**config.mk**
```make
export PLATFORM = sky130hd
export DESIGN_NAME = mvp_queue
export DESIGN_NICKNAME = d
export VERILOG_FILES = /design/src/sv/mvp_pkg.sv /design/src/sv/mvp_queue.sv
export SDC_FILE = /design/constraint.sdc
export NUM_CORES = 1
export LEC_CHECK = 0
export ABC_AREA = 0
export ABC_CLOCK_PERIOD_IN_PS = 2000
export BUFFER_PORTS_ARGS = -buffer_cell sky130_fd_sc_hd__buf_2
export CORE_MARGIN = 3
export CORE_UTILIZATION = 30
export CTS_BUF_LIST = sky130_fd_sc_hd__clkbuf_16
export CTS_CLUSTER_SIZE = 8
export DETAILED_ROUTE_END_ITERATION = 7
export PLACE_DENSITY_LB_ADDON = 0.3
export SETUP_SLACK_MARGIN = 0.05
export SLEW_MARGIN = 25
export SYNTH_ARGS = -nofsm -noshare
export SYNTH_HDL_FRONTEND = slang
export SYNTH_SLANG_ARGS = --single-unit
```
**constraint.sdc**
```tcl
create_clock -name clock -period 2 [get_ports clock]
set_clock_uncertainty 0.05 [all_clocks]
set_input_delay 0.1 -clock clock [delete_from_list [all_inputs] [get_ports clock]]
set_output_delay 0.1 -clock clock [all_outputs]
set_load 0.005 [all_outputs]
```
**src/sv/mvp_pkg.sv**
```systemverilog
// shared widths, fixed-point constants and types of the mvp matrix builder
package mvp_pkg;

   localparam int ANGLE_W     = 19;
   localparam int IDX_W       = 4;
   localparam int VALUE_W     = 32;
   localparam int REG_W       = 13;
   localparam int CSR_INDEX_W = 1;
   localparam int FRAC_BITS_DEFAULT = 16;

   localparam logic [CSR_INDEX_W-1:0] CSR_WIDTH  = 1'd0;
   localparam logic [CSR_INDEX_W-1:0] CSR_HEIGHT = 1'd1;

   localparam logic [REG_W-1:0] WIDTH_RESET  = 13'd800;
   localparam logic [REG_W-1:0] HEIGHT_RESET = 13'd600;

   // q30 fixed point
   localparam int Q_BITS      = 30;
   localparam int ANGLE_SHIFT = 14;
   localparam int X_W         = ANGLE_W + ANGLE_SHIFT;  // 33
   localparam int R_W         = 30;                      // reduced angle, at most pi/4
   localparam int MAG_W       = 31;                      // sin/cos magnitude, at most 1.0
   localparam int G_W         = 45;                      // focal*height/width
   localparam int AHI_W       = G_W - Q_BITS;

   localparam logic [X_W-1:0]   TWO_PI_Q30     = 33'd6746518852;
   localparam logic [X_W-1:0]   HALF_PI_Q30    = 33'd1686629713;
   localparam logic [X_W-1:0]   QUARTER_PI_Q30 = 33'd843314857;
   localparam logic [MAG_W-1:0] ONE_Q30        = 31'd1073741824;
   localparam logic [31:0]      FOCAL_Q30      = 32'd2592242074;
   localparam logic [31:0]      DEPTH_A_Q30    =
      32'(((64'd1001 << 30) + 64'd499) / 64'd999);
   localparam logic [31:0]      DEPTH_T_Q30    =
      32'(((64'd2803 << 30) + 64'd499) / 64'd999);
   localparam logic [31:0]      THREE_Q30      = 32'd3221225472;

   localparam int QUEUE_DEPTH = 4;

   // matrix positions, column-major
   localparam logic [IDX_W-1:0] EL_G_COS = 4'd0;
   localparam logic [IDX_W-1:0] EL_A_SIN = 4'd2;
   localparam logic [IDX_W-1:0] EL_SIN   = 4'd3;
   localparam logic [IDX_W-1:0] EL_FOCAL = 4'd5;
   localparam logic [IDX_W-1:0] EL_G_SIN = 4'd8;
   localparam logic [IDX_W-1:0] EL_A_COS = 4'd10;
   localparam logic [IDX_W-1:0] EL_COS   = 4'd11;
   localparam logic [IDX_W-1:0] EL_DEPTH = 4'd14;
   localparam logic [IDX_W-1:0] EL_LAST  = 4'd15;

   typedef struct packed {
      logic [R_W-1:0] r;
      logic [1:0]     quad;
      logic           swap;
   } trig_item_type;

   typedef struct packed {
      logic [MAG_W-1:0] s_mag;
      logic [MAG_W-1:0] c_mag;
      logic             s_neg;
      logic             s_pos;
      logic             c_neg;
      logic             c_pos;
   } sincos_type;

endpackage

```
**src/sv/mvp_queue.sv**
```systemverilog
// short queue between the front end and the trig unit
module mvp_queue (
   input  logic                  clock,
   input  logic                  reset,
   input  logic                  push_valid,
   input  mvp_pkg::trig_item_type push_item,
   output logic                  push_ready,
   output logic                  pop_valid,
   output mvp_pkg::trig_item_type pop_item,
   input  logic                  pop
);
   import mvp_pkg::*;

   localparam int PTR_W = $clog2(QUEUE_DEPTH);
   localparam int CNT_W = $clog2(QUEUE_DEPTH + 1);

   trig_item_type    entries_ff [QUEUE_DEPTH];
   logic [PTR_W-1:0] wr_ptr_ff;
   logic [PTR_W-1:0] rd_ptr_ff;
   logic [CNT_W-1:0] count_ff;
   logic             do_push;
   logic             do_pop;

   assign push_ready = count_ff != CNT_W'(QUEUE_DEPTH);
   assign pop_valid  = count_ff != '0;
   assign pop_item   = entries_ff[rd_ptr_ff];
   assign do_push    = push_valid && push_ready;
   assign do_pop     = pop && pop_valid;

   always_ff @(posedge clock) begin
      if (reset) begin
         wr_ptr_ff <= '0;
         rd_ptr_ff <= '0;
         count_ff  <= '0;
      end else begin
         if (do_push) begin
            wr_ptr_ff <= PTR_W'((CNT_W'(wr_ptr_ff) + 1'b1) % CNT_W'(QUEUE_DEPTH));
         end
         if (do_pop) begin
            rd_ptr_ff <= PTR_W'((CNT_W'(rd_ptr_ff) + 1'b1) % CNT_W'(QUEUE_DEPTH));
         end
         if (do_push && !do_pop) begin
            count_ff <= count_ff + 1'b1;
         end else if (do_pop && !do_push) begin
            count_ff <= count_ff - 1'b1;
         end
      end
      if (do_push) begin
         entries_ff[wr_ptr_ff] <= push_item;
      end
   end

   a_count_bound: assert property (@(posedge clock) disable iff (reset)
      count_ff <= CNT_W'(QUEUE_DEPTH))
      else $error("queue count beyond depth");

   a_no_overflow: assert property (@(posedge clock) disable iff (reset)
      (count_ff == CNT_W'(QUEUE_DEPTH) && !do_pop) |=> (count_ff == CNT_W'(QUEUE_DEPTH)))
      else $error("queue lost an entry while full");

   a_pop_moves: assert property (@(posedge clock) disable iff (reset)
      (do_pop && !do_push) |=> (count_ff == $past(count_ff) - 1'b1))
      else $error("queue count did not drop on pop");

endmodule

```
==> impl_results.html, run 1 <==
<table>
<tr><th>Metric</th><th>Value</th></tr>
<tr><th colspan="2">Outcome</th></tr>
<tr><td>Run status</td><td>completed</td></tr>
<tr><th colspan="2">Route</th></tr>
<tr><td>Violation count after the first detailed-routing iteration</td><td>145</td></tr>
<tr><td>Vias after detailed routing</td><td>around 2600</td></tr>
<tr><td># DRC</td><td>0</td></tr>
<tr><td>Wire length per cell after detailed routing</td><td>~17 um</td></tr>
<tr><td>Post-Route WL</td><td>9980 um</td></tr>
<tr><td>DRT Pass-1 Iters</td><td>4</td></tr>
<tr><td>Routed Antenna Nets</td><td>0</td></tr>
<tr><td>Via count normalized by instance count</td><td>~4.4</td></tr>
<tr><th colspan="2">Final layout</th></tr>
<tr><td>Number of filler cells placed in the layout</td><td>~1500</td></tr>
<tr><td>Post-Route Utilization</td><td>41.1%</td></tr>
<tr><td>Layout cell share with drive strength beyond 1</td><td>44.8%</td></tr>
<tr><td>Final instance area</td><td>approximately 0.007 sq mm</td></tr>
<tr><td>Inserted Diodes</td><td>0</td></tr>
<tr><td>Count of nets after finishing</td><td>396</td></tr>
<tr><td>Area Growth Syn to Fin</td><td>31.5%</td></tr>
<tr><th colspan="2">Placed design</th></tr>
<tr><td>Worst slack after detailed placement</td><td>-0.0253 ns</td></tr>
<tr><td>Detailed Place HPWL</td><td>around 6000 um</td></tr>
<tr><td>Instance area at placement</td><td>just over 0.006 sq mm</td></tr>
<tr><td>Quantity of I/O buffers inserted on ports</td><td>slightly above 70</td></tr>
<tr><td>Global placer's final weighted congestion</td><td>0.681</td></tr>
<tr><th colspan="2">Power</th></tr>
<tr><td>Leakage power of the design</td><td>2.39 nW</td></tr>
<tr><td>Power density over cell area</td><td>1230 mW/mm^2</td></tr>
<tr><td>Total power</td><td>approximately 8.6 mW</td></tr>
<tr><td>Max VDD drop</td><td>approximately 0.00057 V</td></tr>
<tr><th colspan="2">Timing</th></tr>
<tr><td>Final Max Tran Viols</td><td>0</td></tr>
<tr><td>Clock period minus final worst setup slack</td><td>a little under 2 ns</td></tr>
<tr><td>Minimum hold slack</td><td>0.0847 ns</td></tr>
<tr><td>Max Fclk</td><td>roughly 520 MHz</td></tr>
<tr><td>Final Hold Violating Endpoints</td><td>0</td></tr>
<tr><td>Setup-failing EPs final</td><td>0</td></tr>
<tr><td>RSZ-0062 raised after global routing</td><td>yes</td></tr>
<tr><td>Max-slew headroom</td><td>between 60 and 70%</td></tr>
<tr><td>Actual slew at the worst max-slew pin</td><td>between 0.4 and 0.5 ns</td></tr>
<tr><td>Final Cycle Share</td><td>96.4%</td></tr>
<tr><td>Final worst setup slack</td><td>just over 0.07 ns</td></tr>
<tr><th colspan="2">Logic synthesis</th></tr>
<tr><td>Synthesized netlist net count</td><td>around 260</td></tr>
<tr><td>Largest area contributor in the synthesized netlist</td><td>sky130_fd_sc_hd__edfxtp_1</td></tr>
<tr><td>Dominant cell by count in the synthesized netlist</td><td>sky130_fd_sc_hd__edfxtp_1</td></tr>
<tr><td>Portion of the post-synthesis area used by sequential elements</td><td>between 70% and 80%</td></tr>
<tr><td>Cell types with the highest counts after synthesis</td><td>132 x sky130_fd_sc_hd__edfxtp_1, 30 x sky130_fd_sc_hd__mux4_2, 9 x sky130_fd_sc_hd__dfxtp_1</td></tr>
<tr><td>Distinct cell type count after synthesis</td><td>25</td></tr>
<tr><td>Per-instance average area after synthesis</td><td>around 24 sq um</td></tr>
<tr><td>Yosys warning count</td><td>0</td></tr>
<tr><td>Mapped Cells</td><td>221</td></tr>
<tr><td>Count of flip-flops with a built-in enable after synthesis</td><td>between 100 and 150</td></tr>
<tr><td>Asr flop ratio synth</td><td>0%</td></tr>
<tr><td>Register bit total from synthesis</td><td>roughly 140</td></tr>
<tr><td>Area share of the leading cell type in the synthesized netlist</td><td>roughly 75%</td></tr>
<tr><td>Biggest area contributors in the synthesized netlist</td><td>sky130_fd_sc_hd__edfxtp_1 75%, sky130_fd_sc_hd__mux4_2 13%, sky130_fd_sc_hd__dfxtp_1 3.4%</td></tr>
<tr><td>Most common flop cell mapped by yosys</td><td>sky130_fd_sc_hd__edfxtp_1</td></tr>
<tr><td>Total standard cell area after synthesis</td><td>~0.0053 sq mm</td></tr>
<tr><th colspan="2">Floorplanning</th></tr>
<tr><td>Floorplan die height</td><td>around 140 um</td></tr>
<tr><td>Area of the core region</td><td>between 0.015 and 0.02 sq mm</td></tr>
<tr><td>Total die area</td><td>around 0.019 sq mm</td></tr>
<tr><td>Initial standard-cell utilization of the core</td><td>roughly 31%</td></tr>
<tr><td>I/O pin cnt</td><td>between 70 and 80</td></tr>
<tr><td>Standard-cell rows</td><td>between 40 and 50</td></tr>
<tr><td>Width of the chip</td><td>between 100 and 150 um</td></tr>
<tr><th colspan="2">Critical path</th></tr>
<tr><td>Data required time at the worst endpoint</td><td>2.29 ns</td></tr>
<tr><td>Critical-path cell with the highest stage delay</td><td>sky130_fd_sc_hd__dfxtp_4</td></tr>
<tr><td>Startpoint Class</td><td>flop</td></tr>
<tr><td>List of cells traversed by the critical path</td><td>o31ai_4 -&gt; ha_2 -&gt; inv_2 -&gt; fa_2 -&gt; xor2_1 -&gt; or3_1 -&gt; a21oi_2</td></tr>
<tr><td>WS Path Type</td><td>flop to flop</td></tr>
<tr><td>Kind of cell with the highest combined delay on the critical path</td><td>adder cells</td></tr>
<tr><td>Maximum single-stage delay on the critical path</td><td>0.36 ns</td></tr>
<tr><td>Maximum fanout encountered on the critical timing path</td><td>4</td></tr>
<tr><td>Setup crit end kind</td><td>flop</td></tr>
<tr><td>Data arrival time of the critical path</td><td>2.22 ns</td></tr>
<tr><td>Crit path buffers/inverters</td><td>1</td></tr>
<tr><th colspan="2">GRT</th></tr>
<tr><td>Wire length of the first global-routing pass</td><td>around 15000 um</td></tr>
<tr><td>Largest net degree at the start of global routing</td><td>22</td></tr>
<tr><td>Antenna violations before repair</td><td>0</td></tr>
<tr><td>Gr ovfl total</td><td>0</td></tr>
<tr><td>Gr usage total</td><td>a little over a tenth</td></tr>
<tr><td>Via count of the first global-routing pass</td><td>2769</td></tr>
<tr><th colspan="2">CTS</th></tr>
<tr><td>Clock buffer count from CTS</td><td>17</td></tr>
<tr><td>Clock latency of the later-clocked register in the worst-skew pair</td><td>between 0.4 and 0.5 ns</td></tr>
<tr><td>Clock tree from TritonCTS</td><td>built</td></tr>
<tr><td>Clock Tree Buf Depth</td><td>2</td></tr>
<tr><td>H-Tree Depth</td><td>4</td></tr>
<tr><td>Clock Sink Count</td><td>around 140</td></tr>
<tr><td>Root buf cell</td><td>sky130_fd_sc_hd__clkbuf_16</td></tr>
<tr><td>CTS clk-pin slew, worst paths</td><td>0.06 ns</td></tr>
<tr><th colspan="2">Job</th></tr>
<tr><td>Max-capacitance violation count</td><td>0</td></tr>
<tr><th colspan="2">Min path</th></tr>
<tr><td>Path class of the lowest-slack min-delay path</td><td>input pin to flop</td></tr>
</table>
-- path summary, 6_finish.rpt --
check | startpoint | endpoint | slack [ns] | cells past startpoint
max | count_ff[0] | count_ff[2] | 0.07 | 7
min | pop | rd_ptr_ff[0] | 0.08 | 5
max reg2reg | count_ff[0] | count_ff[2] | 0.07 | 7
min reg2reg | wr_ptr_ff[1] | wr_ptr_ff[1] | 0.47 | 2
-- worst min-delay path: stages --
cell	delay (ns)
sky130_fd_sc_hd__buf_2	0.12
sky130_fd_sc_hd__o31ai_4	0.06
sky130_fd_sc_hd__buf_4	0.10
sky130_fd_sc_hd__xor2_1	0.06
sky130_fd_sc_hd__nor2_1	0.07
-- cell type report --
type | count | area, sq um | share of cell area [%]
repair buffers | 122 | 906 | 13.0
clock buffers | 17 | 425 | 6.12
multi-input cells | 68 | 1060 | 15.2
flip-flops and latches | 141 | 4160 | 59.7
clock inverters | 15 | 124 | 1.78
inverters | 3 | 11.3 | 0.162
well taps | 220 | 275 | 3.96
-- where the power goes --
| group | internal [mW] | total [mW] | switching [mW] |
|---|---|---|---|
| Sequential | 3.60 | 3.72 | 0.121 |
| Clock | 1.70 | 2.90 | 1.20 |
| Combinational | 1.06 | 1.94 | 0.885 |
| Total | 6.36 | 8.56 | 2.20 |
-- per-stage QoR --
step / TNS (ns) / cells
floorplan: 0 / 221
global placement: 0 / 517
detailed placement: -0.0253 / 517
CTS: 0 / 586
global route: 0 / 586
finish: 0 / 586
-- logic make-up after synthesis --
group                    count (synthesis)  synth area share (%)
XOR/XNOR                                 4                 0.662
buffers and inverters                   12                  1.99
flip-flops                             141                  78.4
AO/OA/AOI/OAI                            5                 0.946
multiplexers                            36                  14.9
AND/OR/NAND/NOR                         17                  1.63
adder cells (fa/ha/maj)                  6                  1.56
-- layout by cell type, fill, tap and decap left out, types with 3 or more instances in the layout --
cell                            netlist  layout
sky130_fd_sc_hd__edfxtp_1           132     132
sky130_fd_sc_hd__and2_2               0       4
sky130_fd_sc_hd__dfxtp_2              0       3
sky130_fd_sc_hd__dfxtp_1              9       4
sky130_fd_sc_hd__ha_1                 5       4
sky130_fd_sc_hd__buf_12               3       6
sky130_fd_sc_hd__inv_1                3       3
sky130_fd_sc_hd__xor2_1               4       4
sky130_fd_sc_hd__mux4_2              30      31
sky130_fd_sc_hd__clkinvlp_4           0       5
sky130_fd_sc_hd__inv_6                0       3
sky130_fd_sc_hd__dlygate4sd3_1        0      34
sky130_fd_sc_hd__buf_4                0      10
sky130_fd_sc_hd__buf_2                3      71
sky130_fd_sc_hd__nor2_1               7       7
sky130_fd_sc_hd__clkbuf_16            0      17
-- flip-flops by register name, summed over array words and instances (netlist names), named ones only --
register,cells
count_ff,3
entries_ff,132
wr_ptr_ff,2
rd_ptr_ff,2
-- what timing repair did --
| action | 4_1_cts | 5_1_grt |
|---|---|---|
| endpoints found under the hold margin | 139 | 0 |
| setup buffers | 3 | 0 |
| gates resized for setup | 2 | 5 |
| endpoints found under the setup margin | 6 | 2 |
| pin swaps | 3 | 1 |
| hold buffers | 34 | 0 |
-- routing by layer --
metal | vias up | global-route usage [%] | part of all wire, %
li1 | 1184 | - | -
met4 | 0 | 4.33 | 1.7
met5 | - | 0 | 0
met1 | 1319 | 13.1 | 44
met3 | 12 | 3.45 | 3.4
met2 | 56 | 17.7 | 51
No activity file was read; power rests on OpenSTA's default activity.
==> run 2: changes to the inputs <==
--- a/config.mk
+++ b/config.mk
@@ -9,7 +9,7 @@
 export ABC_CLOCK_PERIOD_IN_PS = 2000
 export BUFFER_PORTS_ARGS = -buffer_cell sky130_fd_sc_hd__buf_2
 export CORE_MARGIN = 3
-export CORE_UTILIZATION = 30
+export CORE_UTILIZATION = 28
 export CTS_BUF_LIST = sky130_fd_sc_hd__clkbuf_16
 export CTS_CLUSTER_SIZE = 8
 export DETAILED_ROUTE_END_ITERATION = 7
==> run 2 against run 1 <==
Compared with the run above: routed wire length decreased by 1.6%; cell count increased by 1.4%; first-iteration DRC count increased by 16%; largest power group unchanged; fmax decreased by 1.7%; clock power increased by 7.9%; sequential cell count unchanged; hold slack improved by 0.027 ns; global-route usage decreased by 0.34 points; sequential share of layout area about the same.
==> impl_results.html, run 2 (same netlist as run 1, synthesis figures left out) <==
<table>
<tr><th>Metric</th><th>Value</th></tr>
<tr><th colspan="2">Critical path</th></tr>
<tr><td>List of cells traversed by the critical path</td><td>o31ai_4 -&gt; ha_2 -&gt; inv_1 -&gt; fa_2 -&gt; xor2_1 -&gt; or3_1 -&gt; a21oi_2</td></tr>
<tr><td>Launch point of the worst path</td><td>count_ff[0]</td></tr>
<tr><td>Crit path buffers/inverters</td><td>1</td></tr>
<tr><td>Maximum fanout encountered on the critical timing path</td><td>4</td></tr>
<tr><td>Critical-path cell with the highest stage delay</td><td>sky130_fd_sc_hd__dfxtp_4</td></tr>
<tr><td>Maximum single-stage delay on the critical path</td><td>0.36 ns</td></tr>
<tr><td>Startpoint Class</td><td>flop</td></tr>
<tr><td>Data arrival time of the critical path</td><td>roughly 2.3 ns</td></tr>
<tr><td>Setup crit end kind</td><td>flop</td></tr>
<tr><td>WS Path Type</td><td>flop to flop</td></tr>
<tr><td>Kind of cell with the highest combined delay on the critical path</td><td>adder cells</td></tr>
<tr><td>Data required time at the worst endpoint</td><td>about 2.3 ns</td></tr>
<tr><td>Worst reg2reg startpoint</td><td>count_ff[0]</td></tr>
<tr><th colspan="2">Placed design</th></tr>
<tr><td>Cell Count Post-Placement</td><td>approximately 530</td></tr>
<tr><td>Global placer's final weighted congestion</td><td>between 0.6 and 0.7</td></tr>
<tr><td>Detailed Place HPWL</td><td>6150 um</td></tr>
<tr><td>Quantity of I/O buffers inserted on ports</td><td>71</td></tr>
<tr><th colspan="2">Timing</th></tr>
<tr><td>RSZ-0062 raised after global routing</td><td>yes</td></tr>
<tr><td>Setup-failing EPs final</td><td>0</td></tr>
<tr><td>Max Fclk</td><td>between 500 and 600 MHz</td></tr>
<tr><td>Final Hold Violating Endpoints</td><td>0</td></tr>
<tr><td>Max-slew headroom</td><td>between 60% and 70%</td></tr>
<tr><td>Final Max Tran Viols</td><td>0</td></tr>
<tr><td>Setup TNS</td><td>0 ns</td></tr>
<tr><td>Clock period minus final worst setup slack</td><td>1.96 ns</td></tr>
<tr><td>Actual slew at the worst max-slew pin</td><td>~0.53 ns</td></tr>
<tr><td>Final Cycle Share</td><td>a little over nine tenths</td></tr>
<tr><th colspan="2">Final layout</th></tr>
<tr><td>Most common cell after layout, fill and taps aside</td><td>sky130_fd_sc_hd__edfxtp_1</td></tr>
<tr><td>Top library cells by usage in the layout, fill and taps aside</td><td>132 x sky130_fd_sc_hd__edfxtp_1, 71 x sky130_fd_sc_hd__buf_2, 34 x sky130_fd_sc_hd__dlygate4sd3_1, 31 x sky130_fd_sc_hd__mux4_2, 17 x sky130_fd_sc_hd__clkbuf_16</td></tr>
<tr><td>Inserted Diodes</td><td>0</td></tr>
<tr><td>Final cell count without fillers</td><td>594</td></tr>
<tr><td>Count of nets after finishing</td><td>approximately 400</td></tr>
<tr><td>Largest register by flop count</td><td>entries_ff</td></tr>
<tr><td>Layout cell share with drive strength beyond 1</td><td>around 44%</td></tr>
<tr><td>Flip-flop count of the largest register after layout</td><td>roughly 130</td></tr>
<tr><td>Area Growth Syn to Fin</td><td>31.6%</td></tr>
<tr><td>Regs by FF count</td><td>entries_ff (132), count_ff (3)</td></tr>
<tr><th colspan="2">GRT</th></tr>
<tr><td>Largest net degree at the start of global routing</td><td>19</td></tr>
<tr><td>Wire length of the first global-routing pass</td><td>roughly 16000 um</td></tr>
<tr><td>Via count of the first global-routing pass</td><td>about 2800</td></tr>
<tr><td>Gr ovfl total</td><td>0</td></tr>
<tr><td>Gr usage total</td><td>a little over 10%</td></tr>
<tr><td>Antenna violations before repair</td><td>0</td></tr>
<tr><th colspan="2">CTS</th></tr>
<tr><td>Clock buffer count from CTS</td><td>17</td></tr>
<tr><td>Clock latency of the later-clocked register in the worst-skew pair</td><td>0.41 ns</td></tr>
<tr><td>CTS clk-pin slew, worst paths</td><td>around 0.06 ns</td></tr>
<tr><td>Root buf cell</td><td>sky130_fd_sc_hd__clkbuf_16</td></tr>
<tr><td>Clock Sink Count</td><td>around 140</td></tr>
<tr><td>H-Tree Depth</td><td>4</td></tr>
<tr><td>Clock tree from TritonCTS</td><td>built</td></tr>
<tr><td>Clock Tree Buf Depth</td><td>2</td></tr>
<tr><th colspan="2">Route</th></tr>
<tr><td>Post-Route WL</td><td>a little under 10000 um</td></tr>
<tr><td>DRT Pass-1 Iters</td><td>4</td></tr>
<tr><td>Violation count after the first detailed-routing iteration</td><td>around 170</td></tr>
<tr><td>Routed Antenna Nets</td><td>0</td></tr>
<tr><td># DRC</td><td>0</td></tr>
<tr><td>Wire length per cell after detailed routing</td><td>roughly 17 um</td></tr>
<tr><td>Vias after detailed routing</td><td>2557</td></tr>
<tr><td>Via count normalized by instance count</td><td>between 4 and 5</td></tr>
<tr><th colspan="2">Power</th></tr>
<tr><td>Leakage power of the design</td><td>2.41 nW</td></tr>
<tr><td>Max VDD drop</td><td>about 0.00058 V</td></tr>
<tr><td>Total power</td><td>between 8 and 9 mW</td></tr>
<tr><td>Power density over cell area</td><td>~1300 mW/mm^2</td></tr>
<tr><th colspan="2">Job</th></tr>
<tr><td>Max-capacitance violation count</td><td>0</td></tr>
<tr><th colspan="2">Floorplanning</th></tr>
<tr><td>Area of the core region</td><td>between 0.015 and 0.02 sq mm</td></tr>
<tr><td>Initial standard-cell utilization of the core</td><td>28.9%</td></tr>
<tr><td>Standard-cell rows</td><td>between 40 and 50</td></tr>
<tr><td>Floorplan die height</td><td>about 140 um</td></tr>
<tr><td>Total die area</td><td>about 0.02 sq mm</td></tr>
<tr><td>I/O pin cnt</td><td>slightly above 70</td></tr>
<tr><td>Width of the chip</td><td>between 100 and 150 um</td></tr>
<tr><th colspan="2">Min path</th></tr>
<tr><td>Hold_sp</td><td>pop</td></tr>
<tr><td>Path class of the lowest-slack min-delay path</td><td>input pin to flop</td></tr>
<tr><th colspan="2">Outcome</th></tr>
<tr><td>Run status</td><td>completed</td></tr>
</table>
==> run 2: cell types whose count changed in the layout (fill, tap and decap cells not counted), sizes merged <==
cell / change
clkinvlp: -3
bufinv: +2
buf: -1
clkinv: +1
==> run 2: report_power, final <==
part / internal, mW / total, mW / switching [mW]
Sequential: 3.60 / 3.72 / 0.124
Combinational: 1.04 / 1.93 / 0.883
Clock: 1.95 / 3.13 / 1.17
Total: 6.60 / 8.78 / 2.18
==> run 2: per-stage QoR <==
stage                     area, sq um  hold slack [ns]  util (%)  worst slack (ns)
after floorplan                  5310            0.149         -            0.0635
after global placement           6010            0.263      32.9            0.0355
after detailed placement         6010            0.272      32.9          -0.00825
after CTS                        6950           0.0806      38.1            0.0605
after global routing             6960            0.148      38.1           -0.0337
final                            6960            0.111      38.1            0.0398
==> run 2: path summary, 6_finish.rpt <==
path / to / slack [ns] / cells past startpoint
max reg2reg: count_ff[2] / 0.04 / 7
max: count_ff[2] / 0.04 / 7
min reg2reg: wr_ptr_ff[1] / 0.47 / 2
min: rd_ptr_ff[0] / 0.11 / 5
==> run 2: worst min-delay path, cell delays in order <==
cell and delay [ns]:
sky130_fd_sc_hd__buf_2 0.12, sky130_fd_sc_hd__o31ai_4 0.06, sky130_fd_sc_hd__buf_4 0.10, sky130_fd_sc_hd__xor2_1 0.07
sky130_fd_sc_hd__nor2_1 0.08
==> run 2: final cells by class <==
cell class / count / area (sq um)
clock buffer: 17 / 425
clock inverter: 15 / 169
fill: 1660 / 11300
inverter: 3 / 11.3
multi-input combinational: 68 / 1060
sequential: 141 / 4160
tap: 229 / 287
timing repair buffer: 121 / 853
==> run 2: layer usage <==
metal  GRT usage [%]  wire length [um]  vias up
li1                -                 -     1182
met1            12.4              4210     1307
met2            17.4              5040       57
met3            3.63               422       11
met4            3.87               145        0
met5               0                 0        -
==> run 2: repair_timing <==
item,CTS,global route
resized for setup,2,2
setup buffers,2,0
endpoints found under the hold margin,139,0
pin swaps,2,2
cloned,0,0
hold buffers,34,0
setup endpoints to repair,2,1
==> run 3: changes to the inputs <==
--- a/config.mk
+++ b/config.mk
@@ -8,9 +8,10 @@
 export ABC_AREA = 0
 export ABC_CLOCK_PERIOD_IN_PS = 2000
 export BUFFER_PORTS_ARGS = -buffer_cell sky130_fd_sc_hd__buf_2
-export CORE_MARGIN = 3
+export CORE_ASPECT_RATIO = 0.5
 export CORE_UTILIZATION = 28
 export CTS_BUF_LIST = sky130_fd_sc_hd__clkbuf_16
+export CTS_CLUSTER_DIAMETER = 150
 export CTS_CLUSTER_SIZE = 8
 export DETAILED_ROUTE_END_ITERATION = 7
 export PLACE_DENSITY_LB_ADDON = 0.3
==> run 3 against run 2 <==
Compared with the run above: non-clock buffer count shrank 1; count of clock-buffer cells in the layout unchanged; fmax shrank 1.7%; worst setup slack lost 0.033 ns; combinational power hardly changed; critical path type unchanged; highest routed layer unchanged.
==> impl_results.html, run 3 (same netlist as run 1, synthesis figures left out) <==
<table>
<tr><th>Metric</th><th>Value</th></tr>
<tr><th colspan="2">Outcome</th></tr>
<tr><td>Run status</td><td>completed</td></tr>
<tr><th colspan="2">Power</th></tr>
<tr><td>Combinational power share</td><td>about 22%</td></tr>
<tr><td>Clock network fraction of total power</td><td>about a third</td></tr>
<tr><td>Max VDD drop</td><td>between 0.0005 and 0.0006 V</td></tr>
<tr><td>Design internal power</td><td>6.26 mW</td></tr>
<tr><td>Leakage power of the design</td><td>2.37 nW</td></tr>
<tr><td>Net switching share of the total power</td><td>26.6%</td></tr>
<tr><td>Power density over cell area</td><td>between 1000 and 1500 mW/mm^2</td></tr>
<tr><td>Total power</td><td>8.53 mW</td></tr>
<tr><td>Switching Power</td><td>2.27 mW</td></tr>
<tr><td>Fraction of power consumed by sequential logic</td><td>a little over two fifths</td></tr>
<tr><th colspan="2">Final layout</th></tr>
<tr><td>Number of filler cells placed in the layout</td><td>1704</td></tr>
<tr><td>Inserted Diodes</td><td>0</td></tr>
<tr><td>FF+latch area</td><td>roughly 0.0042 sq mm</td></tr>
<tr><td>Count of nets after finishing</td><td>394</td></tr>
<tr><td>Area occupied by multi-input gates</td><td>around 0.0011 sq mm</td></tr>
<tr><td>Area Growth Syn to Fin</td><td>31.4%</td></tr>
<tr><td>Flip-flop count of the largest register after layout</td><td>roughly 130</td></tr>
<tr><td>Largest register by flop count</td><td>entries_ff</td></tr>
<tr><td>Regs by FF count</td><td>entries_ff (132), count_ff (3)</td></tr>
<tr><td>Most common cell after layout, fill and taps aside</td><td>sky130_fd_sc_hd__edfxtp_1</td></tr>
<tr><td>Post-Route Utilization</td><td>37.7%</td></tr>
<tr><td>Top library cells by usage in the layout, fill and taps aside</td><td>132 x sky130_fd_sc_hd__edfxtp_1, 71 x sky130_fd_sc_hd__buf_2, 34 x sky130_fd_sc_hd__dlygate4sd3_1, 30 x sky130_fd_sc_hd__mux4_2, 17 x sky130_fd_sc_hd__clkbuf_16</td></tr>
<tr><td>Layout cell share with drive strength beyond 1</td><td>44.5%</td></tr>
<tr><th colspan="2">GRT</th></tr>
<tr><td>Largest net degree at the start of global routing</td><td>24</td></tr>
<tr><td>Gr usage total</td><td>between 10% and 20%</td></tr>
<tr><td>Via count of the first global-routing pass</td><td>2923</td></tr>
<tr><td>Wire length of the first global-routing pass</td><td>about 16000 um</td></tr>
<tr><td>Antenna violations before repair</td><td>0</td></tr>
<tr><td>Gr ovfl total</td><td>0</td></tr>
<tr><th colspan="2">CTS</th></tr>
<tr><td>Clock tree from TritonCTS</td><td>built</td></tr>
<tr><td>Clock Tree Buf Depth</td><td>2</td></tr>
<tr><td>Clock latency of the later-clocked register in the worst-skew pair</td><td>between 0.4 and 0.5 ns</td></tr>
<tr><td>Root buf cell</td><td>sky130_fd_sc_hd__clkbuf_16</td></tr>
<tr><td>CTS clk-pin slew, worst paths</td><td>around 0.06 ns</td></tr>
<tr><td>Clock buffer count from CTS</td><td>17</td></tr>
<tr><td>Clock Sink Count</td><td>approximately 140</td></tr>
<tr><td>H-Tree Depth</td><td>4</td></tr>
<tr><th colspan="2">Critical path</th></tr>
<tr><td>Setup crit end kind</td><td>flop</td></tr>
<tr><td>Maximum fanout encountered on the critical timing path</td><td>7</td></tr>
<tr><td>Worst R2R Path Depth</td><td>7</td></tr>
<tr><td>WS Path Type</td><td>flop to flop</td></tr>
<tr><td>Data required time at the worst endpoint</td><td>2.28 ns</td></tr>
<tr><td>Data arrival time of the critical path</td><td>approximately 2.3 ns</td></tr>
<tr><td>Startpoint Class</td><td>flop</td></tr>
<tr><th colspan="2">Route</th></tr>
<tr><td>Post-Route WL</td><td>around 9900 um</td></tr>
<tr><td>Wire length per cell after detailed routing</td><td>~16 um</td></tr>
<tr><td>Vias after detailed routing</td><td>2557</td></tr>
<tr><td>Routed Antenna Nets</td><td>0</td></tr>
<tr><td>Violation count after the first detailed-routing iteration</td><td>between 80 and 90</td></tr>
<tr><td>DRT Pass-1 Iters</td><td>4</td></tr>
<tr><td># DRC</td><td>0</td></tr>
<tr><td>Via count normalized by instance count</td><td>4.10</td></tr>
<tr><th colspan="2">Timing</th></tr>
<tr><td>RSZ-0062 raised after global routing</td><td>yes</td></tr>
<tr><td>Setup TNS</td><td>0 ns</td></tr>
<tr><td>Max-slew headroom</td><td>between 70% and 80%</td></tr>
<tr><td>Final Hold Violating Endpoints</td><td>0</td></tr>
<tr><td>Setup-failing EPs final</td><td>0</td></tr>
<tr><td>Actual slew at the worst max-slew pin</td><td>roughly 0.38 ns</td></tr>
<tr><td>Final Cycle Share</td><td>between 90% and 100%</td></tr>
<tr><td>Final worst setup slack</td><td>0.00632 ns</td></tr>
<tr><td>Clock period minus final worst setup slack</td><td>1.99 ns</td></tr>
<tr><td>Final Max Tran Viols</td><td>0</td></tr>
<tr><td>Max Fclk</td><td>around 500 MHz</td></tr>
<tr><th colspan="2">Floorplanning</th></tr>
<tr><td>Floorplan die height</td><td>a little under 100 um</td></tr>
<tr><td>Width of the chip</td><td>slightly below 200 um</td></tr>
<tr><td>Initial standard-cell utilization of the core</td><td>roughly 29%</td></tr>
<tr><td>Total die area</td><td>between 0.015 and 0.02 sq mm</td></tr>
<tr><td>Area of the core region</td><td>between 0.015 and 0.02 sq mm</td></tr>
<tr><td>I/O pin cnt</td><td>72</td></tr>
<tr><td>Standard-cell rows</td><td>35</td></tr>
<tr><th colspan="2">Placed design</th></tr>
<tr><td>Global placer's final weighted congestion</td><td>about 0.68</td></tr>
<tr><td>Quantity of I/O buffers inserted on ports</td><td>71</td></tr>
<tr><td>Detailed Place HPWL</td><td>6540 um</td></tr>
<tr><td>Worst slack after detailed placement</td><td>-0.0301 ns</td></tr>
<tr><th colspan="2">Min path</th></tr>
<tr><td>Cell depth of the worst min-delay path</td><td>5</td></tr>
<tr><td>Path class of the lowest-slack min-delay path</td><td>input pin to flop</td></tr>
<tr><th colspan="2">Job</th></tr>
<tr><td>Max-capacitance violation count</td><td>0</td></tr>
</table>
## run 3: cell count changes in the layout (fill, tap and decap cells not counted), sizes merged
cell / delta
bufinv: -3
clkinv: -4
clkinvlp: +4
buf: -1
inv: +3
## run 3: layout make-up
class	instances	share of cell area [%]
clock buffer	17	6.12
clock inverter	15	1.82
inverter	3	0.162
multi-input combinational	68	15.2
sequential	141	59.8
tap	259	4.66
timing repair buffer	120	12.2
## run 3: metrics by stage
step,area (sq um),std cells,hold slack [ns]
6_report,6950,623,0.120
5_1_grt,6950,623,0.122
4_1_cts,6920,622,0.106
3_5_place_dp,6010,555,0.265
3_3_place_gp,6010,555,0.257
2_1_floorplan,5310,221,0.149
## run 3: layer usage
| metal | wire [um] | track usage, % | part of all wire (%) | vias to the layer above |
|---|---|---|---|---|
| met1 | 4390 | 13.4 | 44 | 1336 |
| met3 | 272 | 3.59 | 2.7 | 8 |
| li1 | - | - | - | 1181 |
| met2 | 5210 | 19.4 | 52 | 32 |
| met5 | 0 | 0 | 0 | - |
| met4 | 71 | 2.70 | 0.71 | 0 |
## run 3: timing repair
action / 4_1_cts / 5_1_grt
pin swaps: 2 / 3
buffers inserted: 1 / 1
endpoints found under the setup margin: 25 / 21
hold buffers: 34 / 0
endpoints found under the hold margin: 139 / 0
resized for setup: 3 / 7
## run 3: worst paths after layout
| check | start | to | slack (ns) |
|---|---|---|---|
| setup / recovery | count_ff[2] | count_ff[2] | 0.006 |
| hold / removal | pop | rd_ptr_ff[0] | 0.12 |
| setup reg to reg | count_ff[2] | count_ff[2] | 0.006 |
| hold reg to reg | wr_ptr_ff[1] | wr_ptr_ff[1] | 0.48 |
## run 3: power groups by stage
stage	combinational [mW]	sequential (mW)	clock, mW
after floorplan	1.24	3.75	0
after global routing	2.09	3.79	3.08
after CTS	1.93	3.75	2.95
final	1.90	3.75	2.88
after global placement	1.78	3.78	0
after detailed placement	1.83	3.81	0
## run 3: critical path, cell delays in order (launching register included)
cell and delay [ns]:
sky130_fd_sc_hd__dfxtp_4 0.38, sky130_fd_sc_hd__o31ai_4 0.27, sky130_fd_sc_hd__ha_2 0.22, sky130_fd_sc_hd__inv_1 0.05, sky130_fd_sc_hd__fa_2 0.33, sky130_fd_sc_hd__xor2_1 0.18
sky130_fd_sc_hd__or3_1 0.31, sky130_fd_sc_hd__a21oi_1 0.13
